===== config.mk =====
export PLATFORM = sky130hd
export DESIGN_NAME = selective_repeat_receive_window_unit
export DESIGN_NICKNAME = d
export VERILOG_FILES = /design/src/design/srrw_pkg.sv /design/src/design/selective_repeat_receive_window_unit.sv
export SDC_FILE = /design/constraint.sdc
export NUM_CORES = 1
export LEC_CHECK = 0
export BUFFER_PORTS_ARGS = -buffer_cell sky130_fd_sc_hd__buf_4
export CORE_ASPECT_RATIO = 1.5
export CORE_MARGIN = 1.5
export CORE_UTILIZATION = 62
export CTS_CLUSTER_SIZE = 24
export DETAILED_ROUTE_END_ITERATION = 16
export PLACE_DENSITY = 0.8
export SLEW_MARGIN = 20
export SYNTH_ARGS = -nofsm -noshare
export SYNTH_HDL_FRONTEND = slang
export SYNTH_SLANG_ARGS = --single-unit

===== constraint.sdc =====
create_clock -name clk_i -period 5.6 [get_ports clk_i]
set_input_delay 0.28 -clock clk_i [delete_from_list [all_inputs] [get_ports clk_i]]
set_output_delay 0.28 -clock clk_i [all_outputs]
set_load 0.02 [all_outputs]

===== src/design/srrw_pkg.sv =====
// shared constants for the selective-repeat receive window
package srrw_pkg;

  // default sizing, handed to the top level parameters
  localparam int unsigned WINDOW_MAX_DEF = 32;
  localparam int unsigned TAG_BITS_DEF   = 16;

  // fixed field widths
  localparam int unsigned OP_W   = 2;
  localparam int unsigned SEQ_W  = 32;
  localparam int unsigned TAG_W  = 16;
  localparam int unsigned CFG_W  = 6;

  localparam logic [CFG_W-1:0] WINDOW_RESET = 6'd8;

  // packet types
  localparam logic [OP_W-1:0] OP_START = 2'd0;
  localparam logic [OP_W-1:0] OP_END   = 2'd1;
  localparam logic [OP_W-1:0] OP_DATA  = 2'd2;

  // result kinds
  localparam logic KIND_ACK  = 1'b0;
  localparam logic KIND_DATA = 1'b1;

endpackage


===== src/design/selective_repeat_receive_window_unit.sv =====
// selective-repeat receive window: session control, reorder buffer and in-order release
//
// One packet header is taken per transfer on start/busy. Start packets, end packets,
// bad-checksum packets, packets outside the window and packets stored ahead of the
// expected number are finished at the transfer edge itself: busy stays low and any
// acknowledgement appears in the next cycle, so such headers can follow every cycle.
// A data packet at the expected number releases its own handle, then every buffered
// successor, then one acknowledgement with the received number; with k buffered
// successors busy stays high through the release and k + 2 results follow: the own handle
// in the cycle after the transfer, a gap while the first slot is read, then one result per
// cycle, the acknowledgement showing in the first cycle with busy low again. The release
// pace is set by the single read port of the tag memory, which gives one
// buffered handle per cycle. Results are shown for one cycle each under res_valid_o
// and cannot be held off, so a receiver must take every strobe. The window register
// is written on its own valid/ready channel, which is always ready; write it only
// while busy is low and no result is outstanding. No clearing pass is needed after
// reset: slot occupancy lives in flip-flops cleared at once, the tags in a memory.
module selective_repeat_receive_window_unit
  import srrw_pkg::*;
#(
  parameter int unsigned WINDOW_MAX = WINDOW_MAX_DEF,
  parameter int unsigned TAG_BITS   = TAG_BITS_DEF
) (
  input  logic             clk_i,
  input  logic             rst_ni,
  // header transfer
  input  logic             start,
  output logic             busy,
  input  logic [OP_W-1:0]  opcode_i,
  input  logic [SEQ_W-1:0] seq_num_i,
  input  logic             checksum_ok_i,
  input  logic [TAG_W-1:0] payload_tag_i,
  // results
  output logic             res_valid_o,
  output logic             kind_o,
  output logic [SEQ_W-1:0] ack_seq_o,
  output logic [TAG_W-1:0] out_tag_o,
  output logic             last_o,
  // window size register
  input  logic             cfg_valid_i,
  output logic             cfg_ready_o,
  input  logic [CFG_W-1:0] cfg_wdata_i
);

  localparam int unsigned IW  = (WINDOW_MAX > 1) ? $clog2(WINDOW_MAX) : 1;
  localparam int unsigned WB  = $clog2(WINDOW_MAX + 1);
  localparam int unsigned EW  = (WB > CFG_W) ? WB : CFG_W;
  localparam logic [EW-1:0] WMAX_E = EW'(WINDOW_MAX);
  localparam logic [IW:0]   WMAX_I = (IW + 1)'(WINDOW_MAX);
  localparam logic [IW-1:0] TOP_IDX = IW'(WINDOW_MAX - 1);

  typedef enum logic [1:0] {
    ST_IDLE,
    ST_DRAIN,
    ST_ACK
  } state_e;

  state_e                state_q;
  logic [CFG_W-1:0]      window_q;
  logic                  active_q;
  logic [SEQ_W-1:0]      start_seq_q;
  logic [SEQ_W-1:0]      exp_q;
  logic [IW-1:0]         head_q;
  logic [WINDOW_MAX-1:0] valid_q;
  logic                  rd_pend_q;
  logic [SEQ_W-1:0]      ack_hold_q;
  logic                  res_valid_q;
  logic                  kind_q;
  logic [SEQ_W-1:0]      ack_seq_q;
  logic [TAG_W-1:0]      out_tag_q;
  logic                  last_q;

  // tag store, one entry per physical slot
  logic [TAG_BITS-1:0]   tag_mem [WINDOW_MAX];
  logic [TAG_BITS-1:0]   rdata_q;

  logic                  accept;
  logic [EW-1:0]         win_ext;
  logic [EW-1:0]         eff_win;
  logic [SEQ_W-1:0]      offset;
  logic                  in_win;
  logic [IW:0]           slot_sum;
  logic [IW-1:0]         wr_idx;
  logic [IW-1:0]         head_nxt;
  logic [TAG_BITS-1:0]   tag_in;
  logic                  is_start;
  logic                  end_match;
  logic                  mem_we;
  logic                  rd_en;

  assign accept      = start && !busy;
  assign busy        = (state_q != ST_IDLE);
  assign cfg_ready_o = 1'b1;

  // clamp the window register to 1 .. WINDOW_MAX
  assign win_ext = EW'(window_q);
  always_comb begin
    if (win_ext == '0) begin
      eff_win = EW'(1);
    end else if (win_ext > WMAX_E) begin
      eff_win = WMAX_E;
    end else begin
      eff_win = win_ext;
    end
  end

  // distance ahead of the expected number, modulo 2^32
  assign offset = seq_num_i - exp_q;
  assign in_win = (offset != '0) && (offset < SEQ_W'(eff_win));

  // logical slot k sits at physical (head + k) mod WINDOW_MAX
  assign slot_sum = {1'b0, head_q} + {1'b0, offset[IW-1:0]};
  assign wr_idx   = (slot_sum >= WMAX_I) ? IW'(slot_sum - WMAX_I) : slot_sum[IW-1:0];
  assign head_nxt = (head_q == TOP_IDX) ? '0 : head_q + 1'b1;

  assign tag_in    = TAG_BITS'(payload_tag_i);
  assign is_start  = (opcode_i == OP_START);
  assign end_match = (opcode_i == OP_END) && (seq_num_i == start_seq_q);

  // buffer a good data packet ahead of the expected number
  assign mem_we = (state_q == ST_IDLE) && accept && active_q && !is_start && !end_match &&
                  checksum_ok_i && in_win;
  // release reads only happen while busy, so they never meet a write
  assign rd_en  = (state_q == ST_DRAIN) && valid_q[head_q];

  always_ff @(posedge clk_i) begin
    if (mem_we) begin
      tag_mem[wr_idx] <= tag_in;
    end
    if (rd_en) begin
      rdata_q <= tag_mem[head_q];
    end
  end

  always_ff @(posedge clk_i or negedge rst_ni) begin
    if (!rst_ni) begin
      state_q     <= ST_IDLE;
      window_q    <= WINDOW_RESET;
      active_q    <= 1'b0;
      start_seq_q <= '0;
      exp_q       <= '0;
      head_q      <= '0;
      valid_q     <= '0;
      rd_pend_q   <= 1'b0;
      ack_hold_q  <= '0;
      res_valid_q <= 1'b0;
      kind_q      <= KIND_ACK;
      ack_seq_q   <= '0;
      out_tag_q   <= '0;
      last_q      <= 1'b0;
    end else begin
      if (cfg_valid_i) begin
        window_q <= cfg_wdata_i;
      end
      res_valid_q <= 1'b0;
      rd_pend_q   <= rd_en;

      case (state_q)
        ST_IDLE: begin
          if (accept) begin
            if (!active_q) begin
              // only a start opens a session, anything else is dropped
              if (is_start) begin
                active_q    <= 1'b1;
                start_seq_q <= seq_num_i;
                exp_q       <= '0;
                head_q      <= '0;
                valid_q     <= '0;
                res_valid_q <= 1'b1;
                kind_q      <= KIND_ACK;
                ack_seq_q   <= seq_num_i;
                out_tag_q   <= '0;
                last_q      <= 1'b1;
              end
            end else if (is_start) begin
              // repeated start, acknowledge the recorded number again
              res_valid_q <= 1'b1;
              kind_q      <= KIND_ACK;
              ack_seq_q   <= start_seq_q;
              out_tag_q   <= '0;
              last_q      <= 1'b1;
            end else if (end_match) begin
              // close the session and empty the window
              active_q    <= 1'b0;
              exp_q       <= '0;
              head_q      <= '0;
              valid_q     <= '0;
              res_valid_q <= 1'b1;
              kind_q      <= KIND_ACK;
              ack_seq_q   <= seq_num_i;
              out_tag_q   <= '0;
              last_q      <= 1'b1;
            end else if (checksum_ok_i) begin
              if (offset == '0) begin
                // in-order packet goes straight out, buffered successors follow
                res_valid_q <= 1'b1;
                kind_q      <= KIND_DATA;
                ack_seq_q   <= '0;
                out_tag_q   <= TAG_W'(tag_in);
                last_q      <= 1'b0;
                exp_q       <= exp_q + 1'b1;
                head_q      <= head_nxt;
                ack_hold_q  <= seq_num_i;
                state_q     <= ST_DRAIN;
              end else begin
                if (in_win) begin
                  valid_q[wr_idx] <= 1'b1;
                end
                res_valid_q <= 1'b1;
                kind_q      <= KIND_ACK;
                ack_seq_q   <= seq_num_i;
                out_tag_q   <= '0;
                last_q      <= 1'b1;
              end
            end
          end
        end

        ST_DRAIN: begin
          // handle read in the previous cycle is out of the memory now
          if (rd_pend_q) begin
            res_valid_q <= 1'b1;
            kind_q      <= KIND_DATA;
            ack_seq_q   <= '0;
            out_tag_q   <= TAG_W'(rdata_q);
            last_q      <= 1'b0;
          end
          if (valid_q[head_q]) begin
            valid_q[head_q] <= 1'b0;
            head_q          <= head_nxt;
            exp_q           <= exp_q + 1'b1;
          end else begin
            state_q <= ST_ACK;
          end
        end

        ST_ACK: begin
          res_valid_q <= 1'b1;
          kind_q      <= KIND_ACK;
          ack_seq_q   <= ack_hold_q;
          out_tag_q   <= '0;
          last_q      <= 1'b1;
          state_q     <= ST_IDLE;
        end

        default: begin
          state_q <= ST_IDLE;
        end
      endcase
    end
  end

  assign res_valid_o = res_valid_q;
  assign kind_o      = kind_q;
  assign ack_seq_o   = ack_seq_q;
  assign out_tag_o   = out_tag_q;
  assign last_o      = last_q;

endmodule


==> results.cfg, run 1 <==
[sta]
hold_viol_final = 0
slew_violations = 0
fin_skew_ns = 0.0319
rsz0062_at_grt = no
tightestPinTransition_ns = 1.14
setup_slack_ns = 0.423
setup_violations = 0
fmax_mhz = 193
slew_headroom_pct = 24.0
tns_ns = 0
fin_crit_ns = 5.18
min_period_over_period_pct = 92.4

[routing]
ant_nets = 0
wl_met1_um = 31700
wl_per_cell_um = 30.5
wl_met2_um = 49800
dr_total_vias = 21956
highest_layer = met4
via_per_inst = 6.95
dr.pass1.iters = 6
drt_wl_total_um = 96300
drc = 0
drt_first_iter_violations = 2631
met3WireLength_um = 7910

[global_route]
grt_pass1_vias = 22262
grt_antenna_before_repair = 0
grtUsageTotal_pct = 36.6
grt_max_degree = 152
overflow = 0
grt_pass1_wl_um = 143000

[yosys]
ys_dominant_reg_cell = edfxtp_1
ys_types = 84
ys_ff_latch = 722
synth_edf_count = 528
avgSynthCellArea_sq_um = 14.3
synth-async-reset-ratio_pct = 26.9
ys_warn_count = 0
synth_cells = 2260
ys_seq_area_share_pct = 63.9
syn-cell-area_sq_um = 32400
synth_fp_nets = 2373

[floorplan]
die_w_um = 190
die_h_um = 283
die-area_sq_um = 53700
ios = 114
core_sq_um = 51700
core.rowCount = 102
start_util_pct = 62.7

[final_layout]
n_antenna_cell = 0
final_common_cell = edfxtp_1
nets = 2546
drive_gt1_share_pct = 21.2
nFillCells = 3154
syn_to_final_growth_pct = 13.9
fin_util_pct = 71.4
layout_common_cells = edfxtp_1 (528), dfrtp_1 (191), buf_4 (179)

[setup_path]
worstSetupStartpointType = flip-flop
rr_worst_depth = 14
worstPathMaxFanout = 32
rrSetupSlack_ns = 0.42
cp.arrival_ns = 5.71
r2r_start = exp_q[17]
worst_r2r_endpoint = exp_q[13]
cp-startpoint = exp_q[17]
crit_required_ns = 6.13
path_class = flip-flop to flip-flop
crit_path_end_kind = flip-flop
cp-endpoint = exp_q[13]

[placed_design]
io_buffers = 112
hpwl_um = 61300
pre_cts_ws_ns = 0.554
gp_congestion = 0.975

[power_and_ir_drop]
p_leak_uw = 0.0137
ir_drop_v = 0.000568
power-per-cell-area_nw_per_um2 = 464

[cts]
cts.path.max_buffers = 3
clock-sinks = 722
ctsResizeCount = 0
cts_tree = yes
post-cts-setup-buffer-count = 0
cts_hold_buffers = 46
clk_latency_ns = 0.63
cts_buffers = 68
cts-htree-levels = 3
clock-root-buffer = clkbuf_16
clkTransAtPathRegs_ns = 0.07

[outcome]
status = complete, no violations

[worst_hold_path]
hp-class = input port to flip-flop

[run]
drv_cap = 0
-- area by class of cell --
cell class / instances / area [sq um] / share of cell area, %
clock buffer: 89 / 1870 / 5.07
inverter: 95 / 357 / 0.966
clock inverter: 33 / 357 / 0.966
tap: 676 / 846 / 2.29
multi-input combinational: 1317 / 10900 / 29.5
sequential: 722 / 20700 / 56.1
timing repair buffer: 229 / 1860 / 5.05
-- flip-flops by register name, summed over array words and instances (netlist names) --
| register | flops |
|---|---|
| ack_hold_q | 32 |
| ack_seq_o | 32 |
| active_q | 1 |
| exp_q | 32 |
| head_q | 5 |
| kind_o | 1 |
| last_o | 1 |
| out_tag_o | 16 |
| rd_pend_q | 1 |
| rdata_q | 16 |
| res_valid_o | 1 |
| start_seq_q | 32 |
| state_q | 2 |
| tag_mem | 512 |
| valid_q | 32 |
| win_ext | 6 |
-- worst max-delay path, stage by stage, from the launching register on --
cell and delay (ns):
dfrtp_1 0.38, inv_1 0.16, ha_1 0.49, nand2_1 0.12, o21ai_1 0.50, mux2_2 0.26
nand4_1 0.10, nor4_1 0.40, nand4_1 0.14, nor4_1 0.72, nor3b_4 0.50, nand3_4 0.42
a211oi_4 0.37, buf_4 0.30, o2bb2ai_1 0.18
-- per-layer routing --
metal	vias up	GRT usage, %
met4	0	22.3
met1	11018	42.6
met2	1483	63.1
met5	-	0
li1	9126	-
met3	329	6.23
-- how the worst min path moves through the flow --
stage	start	to	slack, ns	cells past startpoint
5_1_grt	payload_tag_i[4]	tag_mem[31][4]	0.09	1
3_3_place_gp	rst_ni	win_ext[1]	0.24	1
2_1_floorplan	rst_ni	ack_hold_q[0]	-0.02	0
3_5_place_dp	rst_ni	win_ext[1]	0.25	1
6_report	payload_tag_i[7]	tag_mem[28][7]	0.11	1
4_1_cts	payload_tag_i[4]	tag_mem[31][4]	0.08	1
-- through the flow --
stage	area [sq um]	hold WS (ns)	power [uW]	std cells
2_1_floorplan	32400	-0.0156	10100	2260
3_3_place_gp	34200	0.243	12100	2992
3_5_place_dp	34200	0.248	12300	2993
4_1_cts	36900	0.0801	17000	3161
5_1_grt	36900	0.0900	17700	3161
6_report	36900	0.106	17100	3161
-- report_power, final --
part	total, uW	switching (uW)	internal (uW)
Combinational	6040	3910	2130
Clock	4690	2070	2620
Sequential	6410	369	6040
Total	17100	6350	10800
-- cells in the mapped netlist, drive strengths merged, types with 43 or more instances --
cell type	n	area (sq um)
nand3	51	268
o21ai	130	654
mux4	132	2970
inv	92	345
mux2	75	953
a221oi	45	400
dfrtp	193	4830
a22oi	66	495
xnor2	43	377
edfxtp	528	15900
clkbuf	90	339
a21oi	103	527
nor2	140	526
ha	50	626
nand2	140	533
-- kinds of logic after synthesis --
| group | Yosys count | synth area share, % |
|---|---|---|
| compound gates | 510 | 10.4 |
| simple gates | 484 | 7.07 |
| flops | 722 | 63.9 |
| xor+xnor | 50 | 1.35 |
| other cells | 1 | 0.0116 |
| buf+inv | 221 | 2.76 |
| fa+ha+maj | 52 | 2.05 |
| mux | 220 | 12.5 |
Note: power is estimated with default switching activity, not from simulation.
==> inputs of run 2 (changes only) <==
- CORE_UTILIZATION: 62 -> 50
- PLACE_DENSITY: 0.8 -> 0.67
==> run 2 against run 1 <==
Net effect:
- setup slack improved by 0.29 ns
- largest cell class unchanged
- cell count increased by 6.5%
- worst hold slack lost 0.053 ns
- critical endpoint is now tag_mem[28][14]
- largest power group unchanged
- flip-flop and latch count unchanged
- highest routed layer unchanged
==> results.cfg, run 2 (synthesis results as in run 1) <==
[cts]
clock-root-buffer = clkbuf_16
cts_hold_buffers = 46
clock-sinks = 722
clkTransAtPathRegs_ns = 0.06
cts_buffers = 71
clk_latency_ns = 0.65
cts.path.max_buffers = 3
cts-htree-levels = 3
post-cts-setup-buffer-count = 0
cts_tree = yes
ctsResizeCount = 0

[setup_path]
crit_slowest_cell = dlygate4sd3_1
worstSetupStartpointType = input port
worstPathMaxFanout = 16
crit_required_ns = 5.90
crit_path_end_kind = flip-flop
path_cells = dlygate4sd3_1, buf_4, inv_1, ha_1, fa_1, nand2b_1, a21o_1, a32oi_1, a31oi_1, o22ai_1, a21boi_0, xor2_1, and4_1, and3_1, nand4_1, buf_4, nor2_1, buf_4
cp.arrival_ns = 5.19
slowest_delay_ns = 0.54
path_class = input port to flip-flop
cpMostUsedCell = buf_4

[placed_design]
gp_congestion = 0.990
pre_cts_ws_ns = 0.740
dp.cells = 3191
dpl_cell_area_sq_um = 34500
io_buffers = 112
hpwl_um = 60900

[global_route]
grt_pass1_vias = 21491
grt_antenna_before_repair = 0
overflow = 0
grt_max_degree = 98
grt_pass1_wl_um = 134000
grtUsageTotal_pct = 27.4

[sta]
setup_slack_ns = 0.709
tightestPinTransition_ns = 1.14
rsz0062_at_grt = no
tns_ns = 0
fmax_mhz = 204
min_period_over_period_pct = 87.3
hold_viol_final = 0
fin_crit_ns = 4.89
slew_violations = 0
fin_skew_ns = 0.0304
slew_headroom_pct = 23.7
setup_violations = 0

[power_and_ir_drop]
power-per-cell-area_nw_per_um2 = 459
ir_drop_v = 0.000444
finalPower_uw = 17200
p_leak_uw = 0.0139

[floorplan]
die_w_um = 211
core_sq_um = 64300
start_util_pct = 50.4
ios = 114
die_h_um = 315
core.rowCount = 114
die-area_sq_um = 66400

[outcome]
status = complete, no violations

[routing]
ant_nets = 0
drc = 0
dr_total_vias = 20820
wl_per_cell_um = 26.6
via_per_inst = 6.18
drt_first_iter_violations = 2163
dr.pass1.iters = 8
drt_wl_total_um = 89400

[run]
drv_cap = 0

[final_layout]
layout_common_cells = edfxtp_1 (528), dfrtp_1 (191), buf_4 (185)
n_antenna_cell = 0
drive_gt1_share_pct = 21.7
largest_reg_flops = 512
regMostFlops = tag_mem
design_area_sq_um = 37400
final_common_cell = edfxtp_1
nets = 2553
nFillCells = 4894
syn_to_final_growth_pct = 15.4
instances_no_fill = 3367

[worst_hold_path]
hp-class = input port to flip-flop
[run 2: cell types whose count changed in the layout (fill, tap and decap cells not counted), sizes merged]
cell	delta
bufinv	+6
buf	+4
clkbuf	+4
clkinv	-2
clkinvlp	+1
inv	-1
[run 2: critical path, delay by kind of cell]
family | cells | cell delay (ns)
compound gates | 5 | 1.43
fa+ha+maj | 2 | 0.68
xor+xnor | 1 | 0.19
simple gates | 5 | 1.20
buf+inv | 5 | 1.38
[run 2: through the flow]
stage,hold slack (ns),utilization (%)
finish,0.0523,58.2
global route,0.0560,58.2
CTS,0.0239,58.1
detailed placement,0.306,53.6
global placement,0.308,53.6
floorplan,-0.0156,-
[run 2: final cells by class]
type                    count  area (sq um)  area share, %
clock buffers              93          1930           5.17
flip-flops and latches    722         20700           55.4
inverters                  95           357          0.953
multi-input cells        1317         10900           29.2
well taps                 870          1090           2.91
clock inverters            37           520           1.39
repair buffers            233          1880           5.03
[run 2: worst paths after layout]
path,from,end,slack (ns),depth (start not counted)
hold reg to reg,ack_hold_q[1],ack_hold_q[1],0.51,1
setup / recovery,seq_num_i[0],tag_mem[28][14],0.71,18
min in group asynchronous,rst_ni,win_ext[2],0.22,2
setup reg to reg,exp_q[7],tag_mem[28][14],0.77,16
max in group asynchronous,rst_ni,out_tag_o[10],4.02,3
hold / removal,payload_tag_i[6],tag_mem[16][6],0.05,1
[run 2: routing by layer]
| metal | up-vias | wire, um | global-route usage, % |
|---|---|---|---|
| li1 | 9158 | - | - |
| met1 | 10664 | 32200 | 31.2 |
| met2 | 803 | 48800 | 51.3 |
| met3 | 195 | 4280 | 2.96 |
| met4 | 0 | 4140 | 12.7 |
| met5 | - | 0 | 0 |
[run 2: power breakdown]
part | internal [uW] | switching (uW) | leakage, uW
combinational | 2120 | 3550 | 0.00545
clock | 2970 | 2060 | 0.00119
sequential | 6040 | 412 | 0.00723
total | 11100 | 6020 | 0.0139
